## src/rtl/core/lbbs_pkg.sv

```systemverilog
// ----------------------------------------------------------------------------
// lbbs_pkg
// Shared types and constants of the lcg / bbs byte stream generator.
// ----------------------------------------------------------------------------
package lbbs_pkg;

	localparam int WORD_W  = 32;
	localparam int CNT_W   = 5;
	localparam int OP_W    = 2;
	localparam int IDX_W   = 2;
	localparam int BYTE_W  = 8;
	localparam int SHIFT   = 24;

	typedef logic [WORD_W-1:0] word_t;
	typedef logic [OP_W-1:0]   op_t;
	typedef logic [IDX_W-1:0]  idx_t;
	typedef logic [BYTE_W-1:0] byte_t;

	localparam op_t OP_LCG  = 2'd0;
	localparam op_t OP_BBS  = 2'd1;
	localparam op_t OP_HOLD = 2'd2;

	localparam idx_t REG_MULT_A    = 2'd0;
	localparam idx_t REG_INCR_C    = 2'd1;
	localparam idx_t REG_MODULUS_M = 2'd2;

	localparam word_t MULT_A_RST    = 32'd1664525;
	localparam word_t INCR_C_RST    = 32'd1013904223;
	localparam word_t MODULUS_M_RST = 32'd0;

endpackage

```

## src/rtl/core/lbbs_if.sv

```systemverilog
// ----------------------------------------------------------------------------
// lbbs interfaces
// Request, response and register write channels of the generator.
// ----------------------------------------------------------------------------
interface lbbs_req_if import lbbs_pkg::*; ();
	logic  valid;
	logic  ready;
	logic  reload;
	word_t seed_value;
	op_t   op;
	modport source (output valid, reload, seed_value, op, input ready);
	modport sink (input valid, reload, seed_value, op, output ready);
endinterface

interface lbbs_rsp_if import lbbs_pkg::*; ();
	logic  valid;
	logic  ready;
	byte_t random_byte;
	modport source (output valid, random_byte, input ready);
	modport sink (input valid, random_byte, output ready);
endinterface

interface lbbs_cfg_if import lbbs_pkg::*; ();
	logic  valid;
	logic  ready;
	idx_t  index;
	word_t data;
	modport source (output valid, index, data, input ready);
	modport sink (input valid, index, data, output ready);
endinterface

```

## src/rtl/core/lbbs_mul.sv

```systemverilog
// ----------------------------------------------------------------------------
// lbbs_mul
// Bit-serial multiplier, low 32 bits of the product, one multiplier bit
// per cycle, msb first.
// ----------------------------------------------------------------------------
module lbbs_mul import lbbs_pkg::*; (
	input  logic  clk,
	input  logic  arst_n,
	input  logic  start,
	input  word_t mcand,
	input  word_t mplier,
	output logic  done,
	output word_t product
);

	logic             busy_q;
	logic             done_q;
	logic [CNT_W-1:0] cnt_q;
	word_t            mcand_q;
	word_t            mplier_q;
	word_t            acc_q;
	word_t            acc_next;

	assign acc_next = {acc_q[WORD_W-2:0], 1'b0} + (mplier_q[WORD_W-1] ? mcand_q : '0);

	always_ff @(posedge clk or negedge arst_n) begin
		if (!arst_n) begin
			busy_q <= 1'b0;
			done_q <= 1'b0;
			cnt_q  <= '0;
		end else begin
			done_q <= 1'b0;
			if (start) begin
				busy_q <= 1'b1;
				cnt_q  <= '0;
			end else if (busy_q) begin
				cnt_q <= cnt_q + 1'b1;
				if (cnt_q == CNT_W'(WORD_W - 1)) begin
					busy_q <= 1'b0;
					done_q <= 1'b1;
				end
			end
		end
	end

	always_ff @(posedge clk) begin
		if (start) begin
			mcand_q  <= mcand;
			mplier_q <= mplier;
			acc_q    <= '0;
		end else if (busy_q) begin
			acc_q    <= acc_next;
			mplier_q <= {mplier_q[WORD_W-2:0], 1'b0};
		end
	end

	assign done    = done_q;
	assign product = acc_q;

endmodule

```

## src/rtl/core/lbbs_mod.sv

```systemverilog
// ----------------------------------------------------------------------------
// lbbs_mod
// Bit-serial restoring remainder, one dividend bit per cycle, msb first.
// ----------------------------------------------------------------------------
module lbbs_mod import lbbs_pkg::*; (
	input  logic  clk,
	input  logic  arst_n,
	input  logic  start,
	input  word_t dividend,
	input  word_t modulus,
	output logic  done,
	output word_t remainder
);

	logic             busy_q;
	logic             done_q;
	logic [CNT_W-1:0] cnt_q;
	word_t            dvd_q;
	word_t            mod_q;
	word_t            rem_q;
	logic [WORD_W:0]  trial;
	logic [WORD_W:0]  diff;

	assign trial = {rem_q, dvd_q[WORD_W-1]};
	assign diff  = trial - {1'b0, mod_q};

	always_ff @(posedge clk or negedge arst_n) begin
		if (!arst_n) begin
			busy_q <= 1'b0;
			done_q <= 1'b0;
			cnt_q  <= '0;
		end else begin
			done_q <= 1'b0;
			if (start) begin
				busy_q <= 1'b1;
				cnt_q  <= '0;
			end else if (busy_q) begin
				cnt_q <= cnt_q + 1'b1;
				if (cnt_q == CNT_W'(WORD_W - 1)) begin
					busy_q <= 1'b0;
					done_q <= 1'b1;
				end
			end
		end
	end

	always_ff @(posedge clk) begin
		if (start) begin
			dvd_q <= dividend;
			mod_q <= modulus;
			rem_q <= '0;
		end else if (busy_q) begin
			rem_q <= diff[WORD_W] ? trial[WORD_W-1:0] : diff[WORD_W-1:0];
			dvd_q <= {dvd_q[WORD_W-2:0], 1'b0};
		end
	end

	assign done      = done_q;
	assign remainder = rem_q;

endmodule

```

## src/rtl/core/lcg_bbs_byte_stream_prng.sv

```systemverilog
// ----------------------------------------------------------------------------
// lcg_bbs_byte_stream_prng
// Byte stream generator: lcg or squaring step, or hold, on a 32-bit state,
// reduced by a programmable modulus if nonzero, top byte returned per request.
//
//   channel  dir  word
//   req      in   reload, seed_value, op
//   rsp      out  random_byte
//   cfg      in   index, data (always ready)
//
// lcg / bbs step: the bit-serial multiplier, then the bit-serial remainder
// unit when the modulus is nonzero. hold skips both units.
// one word in flight; req.ready is high only while idle.
// the result sits in an output register until taken, the next word is
// accepted meanwhile; reset clears the state to zero, registers to defaults.
// ----------------------------------------------------------------------------
module lcg_bbs_byte_stream_prng import lbbs_pkg::*; (
	input  logic       clk,
	input  logic       arst_n,
	lbbs_req_if.sink   req,
	lbbs_rsp_if.source rsp,
	lbbs_cfg_if.sink   cfg
);

	localparam logic [1:0] ST_IDLE = 2'd0;
	localparam logic [1:0] ST_MUL  = 2'd1;
	localparam logic [1:0] ST_MOD  = 2'd2;
	localparam logic [1:0] ST_DONE = 2'd3;

	logic [1:0] state_q;
	word_t      mult_a_q;
	word_t      incr_c_q;
	word_t      modulus_m_q;
	word_t      gen_state_q;
	word_t      res_q;
	logic       lcg_q;
	logic       out_valid_q;
	byte_t      out_byte_q;

	logic  accept;
	logic  is_step;
	word_t x_in;
	word_t mcand;
	logic  mul_done;
	word_t product;
	word_t sum;
	logic  mod_start;
	logic  mod_done;
	word_t remainder;
	logic  out_free;

	assign req.ready = (state_q == ST_IDLE);
	assign accept    = req.valid && req.ready;
	assign x_in      = req.reload ? req.seed_value : gen_state_q;
	assign is_step   = (req.op == OP_LCG) || (req.op == OP_BBS);
	assign mcand     = (req.op == OP_LCG) ? mult_a_q : x_in;
	assign sum       = product + (lcg_q ? incr_c_q : '0);
	assign mod_start = mul_done && (modulus_m_q != '0);
	assign out_free  = !out_valid_q || rsp.ready;
	assign cfg.ready = 1'b1;

	lbbs_mul u_mul (
		.clk     (clk),
		.arst_n  (arst_n),
		.start   (accept && is_step),
		.mcand   (mcand),
		.mplier  (x_in),
		.done    (mul_done),
		.product (product)
	);

	lbbs_mod u_mod (
		.clk       (clk),
		.arst_n    (arst_n),
		.start     (mod_start),
		.dividend  (sum),
		.modulus   (modulus_m_q),
		.done      (mod_done),
		.remainder (remainder)
	);

	always_ff @(posedge clk or negedge arst_n) begin
		if (!arst_n) begin
			state_q     <= ST_IDLE;
			mult_a_q    <= MULT_A_RST;
			incr_c_q    <= INCR_C_RST;
			modulus_m_q <= MODULUS_M_RST;
			gen_state_q <= '0;
			out_valid_q <= 1'b0;
		end else begin
			if (cfg.valid) begin
				case (cfg.index)
					REG_MULT_A:    mult_a_q    <= cfg.data;
					REG_INCR_C:    incr_c_q    <= cfg.data;
					REG_MODULUS_M: modulus_m_q <= cfg.data;
					default:       ;
				endcase
			end
			if (state_q == ST_DONE && out_free) begin
				out_valid_q <= 1'b1;
			end else if (rsp.valid && rsp.ready) begin
				out_valid_q <= 1'b0;
			end
			case (state_q)
				ST_IDLE: begin
					if (accept) begin
						state_q <= is_step ? ST_MUL : ST_DONE;
					end
				end
				ST_MUL: begin
					if (mul_done) begin
						state_q <= mod_start ? ST_MOD : ST_DONE;
					end
				end
				ST_MOD: begin
					if (mod_done) begin
						state_q <= ST_DONE;
					end
				end
				ST_DONE: begin
					if (out_free) begin
						gen_state_q <= res_q;
						state_q     <= ST_IDLE;
					end
				end
				default: state_q <= ST_IDLE;
			endcase
		end
	end

	always_ff @(posedge clk) begin
		if (accept) begin
			lcg_q <= (req.op == OP_LCG);
			res_q <= x_in;
		end else if (state_q == ST_MUL && mul_done) begin
			res_q <= sum;
		end else if (state_q == ST_MOD && mod_done) begin
			res_q <= remainder;
		end
		if (state_q == ST_DONE && out_free) begin
			out_byte_q <= res_q[SHIFT +: BYTE_W];
		end
	end

	assign rsp.valid       = out_valid_q;
	assign rsp.random_byte = out_byte_q;

`ifndef NO_ASSERTIONS
	a_accept_leaves_idle: assert property (@(posedge clk) disable iff (!arst_n)
		accept |=> (state_q == ST_MUL || state_q == ST_DONE))
		else $error("accepted word did not start work");
	a_mul_done_in_mul: assert property (@(posedge clk) disable iff (!arst_n)
		mul_done |-> (state_q == ST_MUL))
		else $error("multiplier finished outside multiply phase");
	a_mod_done_in_mod: assert property (@(posedge clk) disable iff (!arst_n)
		mod_done |-> (state_q == ST_MOD))
		else $error("remainder unit finished outside reduce phase");
	a_done_delivers: assert property (@(posedge clk) disable iff (!arst_n)
		(state_q == ST_DONE && out_free) |=> (rsp.valid && state_q == ST_IDLE))
		else $error("result not presented");
`endif

endmodule

```

## src/flat_wrapper.sv

```systemverilog
// flat-port wrapper written by rule: the top's interface ports become plain ports
module lcg_bbs_byte_stream_prng_flat import lbbs_pkg::*;
  (clk, arst_n, req_valid, req_reload, req_seed_value, req_op, req_ready, rsp_valid, rsp_random_byte, rsp_ready, cfg_valid, cfg_index, cfg_data, cfg_ready);
  lbbs_req_if req_i ();
  lbbs_rsp_if rsp_i ();
  lbbs_cfg_if cfg_i ();
  input  logic clk;
  input  logic arst_n;
  input wire logic [$bits(req_i.valid)-1:0] req_valid;
  input wire logic [$bits(req_i.reload)-1:0] req_reload;
  input wire logic [$bits(req_i.seed_value)-1:0] req_seed_value;
  input wire logic [$bits(req_i.op)-1:0] req_op;
  output wire logic [$bits(req_i.ready)-1:0] req_ready;
  output wire logic [$bits(rsp_i.valid)-1:0] rsp_valid;
  output wire logic [$bits(rsp_i.random_byte)-1:0] rsp_random_byte;
  input wire logic [$bits(rsp_i.ready)-1:0] rsp_ready;
  input wire logic [$bits(cfg_i.valid)-1:0] cfg_valid;
  input wire logic [$bits(cfg_i.index)-1:0] cfg_index;
  input wire logic [$bits(cfg_i.data)-1:0] cfg_data;
  output wire logic [$bits(cfg_i.ready)-1:0] cfg_ready;
  assign req_i.valid = req_valid;
  assign req_i.reload = req_reload;
  assign req_i.seed_value = req_seed_value;
  assign req_i.op = req_op;
  assign req_ready = req_i.ready;
  assign rsp_valid = rsp_i.valid;
  assign rsp_random_byte = rsp_i.random_byte;
  assign rsp_i.ready = rsp_ready;
  assign cfg_i.valid = cfg_valid;
  assign cfg_i.index = cfg_index;
  assign cfg_i.data = cfg_data;
  assign cfg_ready = cfg_i.ready;
  lcg_bbs_byte_stream_prng u_core (.clk(clk), .arst_n(arst_n), .req(req_i), .rsp(rsp_i), .cfg(cfg_i));
endmodule
```

## config.mk

```make
export PLATFORM = sky130hd
export DESIGN_NAME = lcg_bbs_byte_stream_prng_flat
export DESIGN_NICKNAME = d
export VERILOG_FILES = /design/src/rtl/core/lbbs_pkg.sv /design/src/rtl/core/lbbs_if.sv /design/src/rtl/core/lbbs_mul.sv /design/src/rtl/core/lbbs_mod.sv /design/src/rtl/core/lcg_bbs_byte_stream_prng.sv /design/src/flat_wrapper.sv
export SDC_FILE = /design/constraint.sdc
export NUM_CORES = 1
export LEC_CHECK = 0
export BUFFER_PORTS_ARGS = -buffer_cell sky130_fd_sc_hd__buf_2
export CAP_MARGIN = 20
export CORE_UTILIZATION = 55
export CTS_CLUSTER_SIZE = 24
export DETAILED_ROUTE_END_ITERATION = 10
export GPL_ROUTABILITY_DRIVEN = 0
export HOLD_SLACK_MARGIN = 0.02
export PLACE_DENSITY = 0.72
export SETUP_SLACK_MARGIN = 0.15
export SLEW_MARGIN = 20
export SYNTH_ARGS = -nofsm -noshare
export SYNTH_HDL_FRONTEND = slang
export SYNTH_SLANG_ARGS = --single-unit
```

## constraint.sdc

```tcl
create_clock -name clk -period 3.66 [get_ports clk]
set_input_delay 0.366 -clock clk [delete_from_list [all_inputs] [get_ports clk]]
set_output_delay 0.366 -clock clk [all_outputs]
set_load 0.02 [all_outputs]
```

Word level (Yosys, flattened, before mapping) --
Index checks and enable logic that the tools add are counted.
Word-level totals: register bits 378, input port bits 74, output and inout port bits 11, logic and storage cells 98
Operators by class: $add $sub $neg 5, equality and inequality tests 12, mux-type cells 37, reduce and logical (&&, ||, !) cells 23
Operators by type and width (count):
- 32-bit two-way mux | 12
- 32-bit adder | 2
- 33-bit by 32-bit subtractor with 33-bit output | 1
- 32-bit nonzero test | 1
- 5-bit two-way mux | 4
- 1-bit two-way mux | 15
- 5-bit by 1-bit adder with 5-bit output, second input constant | 2
- 5-bit equality test, second input constant | 2
- 2-bit two-way mux | 5
- 2-bit case mux with 4 select lines | 1
- 2-bit AND reduction | 4
- 1-bit logical AND | 7
- 2-bit by 1-bit equality test with 1-bit output, second input constant | 3
- 2-bit equality test, second input constant | 3
- 2-bit zero test | 3
- 2-bit != test, second input constant | 3
- 2-bit nonzero test | 3
- 4-bit AND reduction | 1
- 3-bit nonzero test | 1
- 1-bit logical OR | 2
- 2-bit by 1-bit != test with 1-bit output, second input constant | 1
- 1-bit zero test | 1

Longest topological paths before layout --
Gate-level depths: netlist of the first run.
word-level depth 5, mapped depth 14, gate-level depth less buffers 13

Cells and area by module --
Synthesis of the first run repeated with hierarchy kept, for this count alone.
Second synthesis, totals: cell total of the unflattened synthesis 1956, area, all modules 21220.4 um^2
By module, submodules not included:
- lcg_bbs_byte_stream_prng | times used 1, cells each 862, area each 9770.6 um^2, seq. area each 4548.1 um^2
- lbbs_mod | times used 1, cells each 581, area each 6007.0 um^2, seq. area each 2737.6 um^2
- lbbs_mul | times used 1, cells each 513, area each 5442.7 um^2, seq. area each 2737.6 um^2

Worst setup path before layout of the first run --
OpenSTA, ideal clock, no wires.
path kind reg2reg, start register u_core.lcg_q, end register u_core.res_q[18] (data pin), library setup time 0.268 ns, arrival 2.921 ns, data required time 3.392 ns, setup slack 0.471 ns, cell stages (with the launch flop) 13, buffers on the path 1, clock period less this slack 3.189 ns, path through edfxtp_1 clkbuf_1 and2_1 fa_1 a211oi_1 o21ai_1 and3_1 or2_1 a31oi_1 o211ai_1 a21oi_1 mux2i_1 o211ai_1
On the way: longest elaborated chain between the ends 4
Ends and longest elaborated chain:
- from (decl) | line lcg_bbs_byte_stream_prng.sv:36 | logic lcg_q;
- from (signal assigned) | line lcg_bbs_byte_stream_prng.sv:133 | lcg_q <= (req.op == OP_LCG);
- 32-bit two-way mux | line lcg_bbs_byte_stream_prng.sv:57 | assign sum = product + (lcg_q ? incr_c_q : '0);
- 32-bit adder | line lcg_bbs_byte_stream_prng.sv:57
- 32-bit two-way mux | line lcg_bbs_byte_stream_prng.sv:135 | end else if (state_q == ST_MUL && mul_done) begin
- 32-bit two-way mux | line lcg_bbs_byte_stream_prng.sv:132 | if (accept) begin
- to (signal assigned) | line lcg_bbs_byte_stream_prng.sv:134 | res_q <= x_in;
- to (signal assigned) | line lcg_bbs_byte_stream_prng.sv:136 | res_q <= sum;
- to (signal assigned) | line lcg_bbs_byte_stream_prng.sv:138 | res_q <= remainder;
- to (decl) | line lcg_bbs_byte_stream_prng.sv:35 | word_t res_q;
No other way between the ends. A chain may end at the register's enable or synchronous reset.

Worst setup path after layout of the first run --
start register u_core.lcg_q, end register u_core.u_mod.dvd_q[31] (data pin)
On the way: longest elaborated chain between the ends 3
Ends and longest elaborated chain:
- 32-bit two-way mux | line lcg_bbs_byte_stream_prng.sv:57
- 32-bit adder | line lcg_bbs_byte_stream_prng.sv:57
- 32-bit two-way mux | line lbbs_mod.sv:48 | if (start) begin
- to (signal assigned) | line lbbs_mod.sv:49 | dvd_q <= dividend;
- to (signal assigned) | line lbbs_mod.sv:54 | dvd_q <= {dvd_q[WORD_W-2:0], 1'b0};
- to (decl) | line lbbs_mod.sv:18 | word_t dvd_q;
No other way between the ends.

==> results of run 1 <==
-- worst max-delay path: stages (launching register included) --
cell	delay, ns
edfxtp_1	0.47
buf_6	0.22
and2_1	0.16
ha_1	0.34
a21oi_1	0.20
o21ai_1	0.15
a2111o_1	0.47
a31oi_4	0.21
o31ai_2	0.15
a31o_2	0.29
a31oi_2	0.26
xnor2_1	0.15
o21ai_1	0.09
-- cell usage after synthesis, drive strengths merged (6+ instances only) --
cell / count / area (sq um)
dfxtp: 64 / 1280
a211oi: 24 / 185
nand2: 171 / 642
nor3: 18 / 90.1
o31ai: 8 / 60.1
a31oi: 13 / 81.3
nand3: 23 / 115
inv: 66 / 248
nand3b: 6 / 45.0
ha: 101 / 1260
and3: 22 / 138
a21oi: 182 / 926
xor2: 40 / 369
a21o: 46 / 345
edfxtp: 169 / 5070
o21ai: 160 / 816
clkbuf: 87 / 327
nor2: 139 / 522
nand4: 20 / 125
xnor2: 52 / 455
and2: 65 / 407
nand2b: 12 / 75.1
dfstp: 31 / 815
buf: 21 / 109
nor2b: 8 / 50.1
o22ai: 6 / 37.5
nor4: 11 / 68.8
o211ai: 17 / 128
dfrtp: 114 / 2850
o21bai: 16 / 120
mux2: 129 / 1450
mux2i: 91 / 911
-- kinds of logic (layout without fill, tap and decap cells) --
logic type               after synthesis  count (layout)  synth area share (%)
AO/OA/AOI/OAI                        527             527                  15.3
buffers and inverters                175             268                  3.30
other                                  1               1                0.0180
AND/OR/NAND/NOR                      509             509                  11.4
multiplexers                         220             220                  11.4
adder cells (fa/ha/maj)              104             104                  6.37
flip-flops                           378             378                  48.2
XOR/XNOR                              92              92                  3.97
-- report_power, final --
group	internal, W	total (W)	switching, W
Clock	0.00246	0.00419	0.00173
Sequential	0.00623	0.00733	0.00110
Combinational	0.00427	0.0101	0.00585
-- cell type report --
class | count | area (sq um) | area share, %
multi-input cells | 1453 | 10200 | 43.9
flip-flops and latches | 378 | 10000 | 43.0
clock buffers | 61 | 1170 | 5.03
repair buffers | 125 | 825 | 3.54
well taps | 504 | 631 | 2.70
inverters | 67 | 251 | 1.08
clock inverters | 15 | 188 | 0.805
-- cell usage in the layout (no fill, tap or decap), types with 43 or more instances in the layout --
cell type,count
inv_1,64
buf_2,82
and2_1,65
nor2_1,139
clkbuf_16,45
nand2_1,171
a21oi_1,178
mux2i_1,91
edfxtp_1,169
mux2_2,129
a21o_1,46
o21ai_0,111
xnor2_1,52
dfxtp_1,64
ha_1,101
dfrtp_1,114
o21ai_1,43
-- stage by stage --
step / std cells / setup WS (ns)
6_report: 2603 / 0.246
5_1_grt: 2603 / 0.0908
4_1_cts: 2596 / 0.150
3_5_place_dp: 2519 / 0.0850
3_3_place_gp: 2519 / 0.184
2_1_floorplan: 2006 / 0.471
-- timing repair --
| item | CTS | global route |
|---|---|---|
| resized for setup | 2 | 23 |
| endpoints found under the hold margin | 61 | 0 |
| setup buffers | 0 | 3 |
| cloned | 0 | 4 |
| endpoints found under the setup margin | 6 | 53 |
| pin swaps | 0 | 4 |
| hold buffers | 1 | 0 |
-- sequential cells by signal, summed over array words and instances (netlist names) --
| signal | count |
|---|---|
| u_core.lcg_q | 1 |
| u_core.u_mod.busy_q | 1 |
| u_core.u_mul.busy_q | 1 |
| u_core.u_mod.remainder | 32 |
| u_core.rsp.valid | 1 |
| u_core.u_mod.mod_q | 32 |
| u_core.u_mod.cnt_q | 5 |
| u_core.u_mod.done | 1 |
| u_core.incr_c_q | 32 |
| u_core.state_q | 2 |
| u_core.gen_state_q | 32 |
| u_core.u_mul.mcand_q | 32 |
| u_core.u_mul.cnt_q | 5 |
| u_core.u_mul.done | 1 |
| u_core.res_q | 32 |
| u_core.u_mul.mplier_q | 32 |
| u_core.modulus_m_q | 32 |
| u_core.mult_a_q | 32 |
| u_core.u_mul.product | 32 |
| u_core.rsp.random_byte | 8 |
| u_core.u_mod.dvd_q | 32 |
-- worst max path at each step --
stage	end	slack, ns
6_report	u_core.u_mod.dvd_q[31]	0.25
5_1_grt	u_core.u_mod.remainder[21]	0.09
4_1_cts	u_core.res_q[27]	0.15
3_5_place_dp	u_core.res_q[27]	0.08
3_3_place_gp	u_core.u_mod.dvd_q[31]	0.18
2_1_floorplan	u_core.res_q[18]	0.47
-- routing by layer --
layer  global-route usage [%]  share of wire, %  vias to the layer above
li1                         -                 -                     7399
met3                     3.44               5.5                      158
met4                     15.9               5.9                        0
met5                        0                 0                        -
met1                     37.4                42                     7731
met2                     47.0                46                      658
==> results.py, run 1 <==
metrics = {
    "min_path": {
        "hold_depth": 2,
        "hp-start": "cfg_data[31]",
        "hold_class": "in -> reg",
        "holdPathEnd": "u_core.mult_a_q[31]",
    },
    "setup_path": {
        "startpoint": "u_core.lcg_q",
        "crit_path_start_kind": "flop",
        "rr_endpoint": "u_core.u_mod.dvd_q[31]",
        "worstSetupPathType": "reg -> reg",
        "r2r_setup_slack_ns": 0.25,
        "reg2reg_depth": 12,
        "cp.required_ns": 3.95,
        "worst-path-max-fanout": 25,
        "critPathCaptureType": "flop",
        "r2r-start": "u_core.lcg_q",
        "cp.arrival_ns": 3.71,
    },
    "yosys": {
        "yosysWarnings": 0,
        "syn_inst": 2006,
        "ys_ff_latch": 378,
        "avgSynthCellArea_sq_um": 10.4,
        "syn-num-nets": 2184,
        "seq_area_frac_synth_pct": 48.2,
        "synth_edf_count": 169,
        "synthArstFlopShare_pct": 38.4,
        "syn_area_sq_um": 20800,
        "dominantRegCellSynth": "edfxtp_1",
        "synth_cell_types": 79,
    },
    "floorplanning": {
        "chipWidth_microns": 196,
        "coreArea_sq_um": 36900,
        "row_count": 70,
        "die_h_microns": 196,
        "io_pins": 85,
        "dieArea_sq_um": 38600,
        "initial_core_util_pct": 56.4,
    },
    "sta": {
        "hold_viol": 0,
        "timing.final.crit_share_pct": 93.3,
        "rsz0062_at_grt": "yes",
        "setup_viol": 0,
        "fin_crit_ns": 3.41,
        "fin_setup_tns_ns": 0,
        "hold_ws_ns": 0.0822,
        "clock_skew_ns": 0.0312,
        "maxSlewHeadroom_pct": 30.1,
        "fmax_ghz": 0.293,
        "final_max_slew_viol_count": 0,
        "tightest_slew_ns": 1.05,
    },
    "clock_tree": {
        "cts_buffers": 41,
        "clock-root-buffer": "clkbuf_16",
        "htreeDepth": 2,
        "cts.sinks": 378,
        "clock_path_buffers": 3,
        "cts_tree": "built",
        "clk_latency_ns": 0.57,
        "clk_pin_slew_worst_paths_ns": 0.06,
    },
    "finish": {
        "design_area_sq_um": 23300,
        "post-route-util_pct": 63.2,
        "num_antenna_cells": 0,
        "drive_gt1_share_pct": 18.3,
        "area_growth_pct": 12.1,
        "fin_nets": 2244,
        "fill_cells": 2947,
    },
    "pwr": {
        "p_leak_nw": 10.1,
        "power.total_w": 0.0216,
        "p_per_area_nw_per_um2": 928,
        "vdd_drop_max_mv": 0.461,
    },
    "grt": {
        "overflow": 0,
        "first_global_vias": 15500,
        "antenna_found_initial": 0,
        "grt_max_degree": 85,
        "track_usage_pct": 28.8,
        "grt_pass1_wl_mm": 85.6,
    },
    "detailed_routing": {
        "drc": 0,
        "first_iter_violations": 1538,
        "postRouteAntennaNets": 0,
        "drtPass1Iterations": 6,
        "wl_mm": 55.7,
        "avgRoutedWirePerCell_microns": 21.4,
        "dr_total_vias": 15900,
        "vias_per_cell": 6.13,
    },
    "status": {
        "status": "finished, final reports clean",
    },
    "place": {
        "dpl-instance-area_sq_um": 21700,
        "port_buffers": 83,
        "dp_hpwl_mm": 40.1,
    },
    "flow_run": {
        "cap_violations": 0,
    },
}
Power figures use the tool's default switching activity.
==> run 2: changes to the inputs <==
--- a/config.mk
+++ b/config.mk
@@ -5,6 +5,7 @@
 export SDC_FILE = /design/constraint.sdc
 export NUM_CORES = 1
 export LEC_CHECK = 0
+export ABC_AREA = 1
 export BUFFER_PORTS_ARGS = -buffer_cell sky130_fd_sc_hd__buf_2
 export CAP_MARGIN = 20
 export CORE_UTILIZATION = 55
==> results.py, run 2 <==
metrics = {
    "yosys": {
        "synth_area_leaders": "edfxtp_1 (22%), nand2_1 (19%), dfrtp_1 (13%)",
        "syn-num-nets": 3343,
        "yosysWarnings": 0,
        "syn_area_sq_um": 22800,
        "avgSynthCellArea_sq_um": 7.21,
        "ys_top_cells_by_count": "nand2_1 (1152), inv_1 (487), nor2_1 (265)",
        "yosys.area.top_type": "edfxtp_1",
        "synthArstFlopShare_pct": 38.4,
        "synth_cell_types": 49,
        "yosysMostFrequentCell": "nand2_1",
        "synth_top_area_share_pct": 22.2,
        "ys_ff_latch": 378,
        "syn_inst": 3165,
        "dominantRegCellSynth": "edfxtp_1",
        "synth_edf_count": 169,
        "seq_area_frac_synth_pct": 43.9,
    },
    "pwr": {
        "swShare_pct": 45.4,
        "internal-power_w": 0.0122,
        "p_per_area_nw_per_um2": 887,
        "p_seq_share_pct": 33.4,
        "vdd_drop_max_mv": 0.582,
        "p_leak_nw": 13.3,
        "netSwitchingPower_w": 0.0101,
        "clkPwrFrac_pct": 18.9,
        "power.total_w": 0.0223,
        "combPwrFrac_pct": 47.8,
    },
    "clock_tree": {
        "postCtsSetupBuffers": 0,
        "clk_pin_slew_worst_paths_ns": 0.06,
        "cts.sinks": 378,
        "cts_resized": 0,
        "cts_tree": "built",
        "holdBufCountCts": 1,
        "clock-root-buffer": "clkbuf_16",
        "cts_buffers": 42,
        "clk_latency_ns": 0.58,
        "clock_path_buffers": 3,
        "htreeDepth": 2,
    },
    "setup_path": {
        "cp.required_ns": 3.94,
        "cp.arrival_ns": 3.47,
        "worst-path-max-fanout": 32,
        "r2r-start": "u_core.state_q[0]",
        "crit_path_start_kind": "flop",
        "cp_common_cell": "nand2_1",
        "endpoint": "u_core.res_q[8]",
        "r2r_setup_slack_ns": 0.48,
        "critical-path-max-stage-delay_ns": 0.89,
        "cp.buffers_inverters": 3,
        "worstSetupPathType": "reg -> reg",
        "rr_endpoint": "u_core.res_q[8]",
        "critPathTopFamily": "buffers and inverters",
        "cp_num_cells": 7,
        "critPathCaptureType": "flop",
        "path_cells": "inv_1 > ha_1 > nand2_1 > buf_4 > clkinv_1 > nand2_1 > o21ai_0",
        "cp_slowest_cell": "clkinv_1",
        "startpoint": "u_core.state_q[0]",
        "reg2reg_depth": 7,
    },
    "finish": {
        "area_growth_pct": 10.1,
        "design_area_sq_um": 25100,
        "num_antenna_cells": 0,
        "fill_cells": 3671,
        "most-common-layout-cells": "nand2_1 (1150), inv_1 (486), nor2_1 (264)",
        "mostFrequentLayoutCell": "nand2_1",
        "fin_nets": 3405,
        "drive_gt1_share_pct": 7.54,
    },
    "detailed_routing": {
        "drtPass1Iterations": 6,
        "wl_mm": 70.2,
        "drc": 0,
        "first_iter_violations": 2032,
        "postRouteAntennaNets": 0,
        "vias_per_cell": 5.54,
        "dr_total_vias": 21000,
        "avgRoutedWirePerCell_microns": 18.5,
    },
    "sta": {
        "rsz0062_at_grt": "no",
        "fin_setup_tns_ns": 0,
        "clock_skew_ns": 0.0267,
        "setup_viol": 0,
        "hold_viol": 0,
        "hold_ws_ns": 0.0930,
        "timing.final.crit_share_pct": 87.0,
        "tightest_slew_ns": 1.03,
        "fin_crit_ns": 3.18,
        "maxSlewHeadroom_pct": 31.2,
        "final_max_slew_viol_count": 0,
        "fmax_ghz": 0.314,
    },
    "floorplanning": {
        "coreArea_sq_um": 40800,
        "row_count": 74,
        "dieArea_sq_um": 42300,
        "chipWidth_microns": 206,
        "die_h_microns": 206,
        "initial_core_util_pct": 55.9,
        "io_pins": 85,
    },
    "flow_run": {
        "cap_violations": 0,
    },
    "min_path": {
        "hold_class": "in -> reg",
    },
    "status": {
        "status": "finished, final reports clean",
    },
    "grt": {
        "grt_max_degree": 80,
        "overflow": 0,
        "antenna_found_initial": 3,
        "track_usage_pct": 33.6,
        "grt_pass1_wl_mm": 108,
        "first_global_vias": 19800,
    },
    "place": {
        "dp_hpwl_mm": 54.2,
        "dpl-instance-area_sq_um": 23700,
        "port_buffers": 83,
    },
}
==> run 2: worst min-delay path, cell delays in order <==
cell and delay [ns]:
buf_2 0.07, inv_1 0.03, nand2_1 0.09, nand2_1 0.06
==> run 2: power by group through the flow <==
| stage | logic, W | clock network, W | registers, W |
|---|---|---|---|
| floorplan | 0.00793 | 0 | 0.00690 |
| global placement | 0.0102 | 0 | 0.00739 |
| detailed placement | 0.0104 | 0 | 0.00743 |
| CTS | 0.0105 | 0.00426 | 0.00737 |
| global route | 0.0120 | 0.00443 | 0.00752 |
| finish | 0.0106 | 0.00421 | 0.00743 |
==> run 2: logic make-up (layout without fill, tap and decap cells) <==
family,after synthesis,in the layout,synth area share [%]
buffers and inverters,585,681,9.89
AOI/OAI and AO/OA,381,381,9.08
other,1,1,0.0164
and+or+nand+nor,1669,1669,29.5
muxes,1,1,0.0439
DFF,378,378,43.9
adders and majority gates,104,104,5.80
xor gates and xnor gates,46,46,1.77
==> run 2: worst min-delay path by stage <==
| stage | slack [ns] | endpoint | start | cells past startpoint |
|---|---|---|---|---|
| 2_1_floorplan | 0.07 | u_core.gen_state_q[0] | arst_n | 0 |
| 3_3_place_gp | 0.41 | u_core.u_mul.cnt_q[1] | arst_n | 1 |
| 3_5_place_dp | 0.42 | u_core.u_mul.cnt_q[1] | arst_n | 1 |
| 4_1_cts | 0.07 | u_core.rsp.valid | rsp_ready | 4 |
| 5_1_grt | 0.11 | u_core.rsp.valid | rsp_ready | 4 |
| 6_report | 0.09 | u_core.rsp.valid | rsp_ready | 4 |
==> run 2: layer usage <==
metal  GRT usage, %  wire (microns)  vias to the layer above
li1               -               -                    10100
met1           45.1           28900                     9732
met2           52.9           31400                      973
met3           5.83            6240                      190
met4           15.8            3550                        4
met5              0              31                        -
==> run 2: through the flow <==
step	setup slack (ns)	instances	util [%]
2_1_floorplan	0.624	3165	-
3_3_place_gp	0.758	3713	58.1
3_5_place_dp	0.726	3713	58.1
4_1_cts	0.708	3792	61.5
5_1_grt	0.286	3793	61.5
6_report	0.475	3793	61.5
==> run 2: final cells by class <==
| type | count | area, sq um | area share, % |
|---|---|---|---|
| Multi-Input combinational cell | 2202 | 10600 | 42.0 |
| Clock inverter | 11 | 76.3 | 0.304 |
| Inverter | 493 | 1850 | 7.37 |
| Sequential cell | 378 | 10000 | 39.9 |
| Timing Repair Buffer | 110 | 652 | 2.60 |
| Clock buffer | 67 | 1290 | 5.14 |
| Tap cell | 532 | 666 | 2.65 |
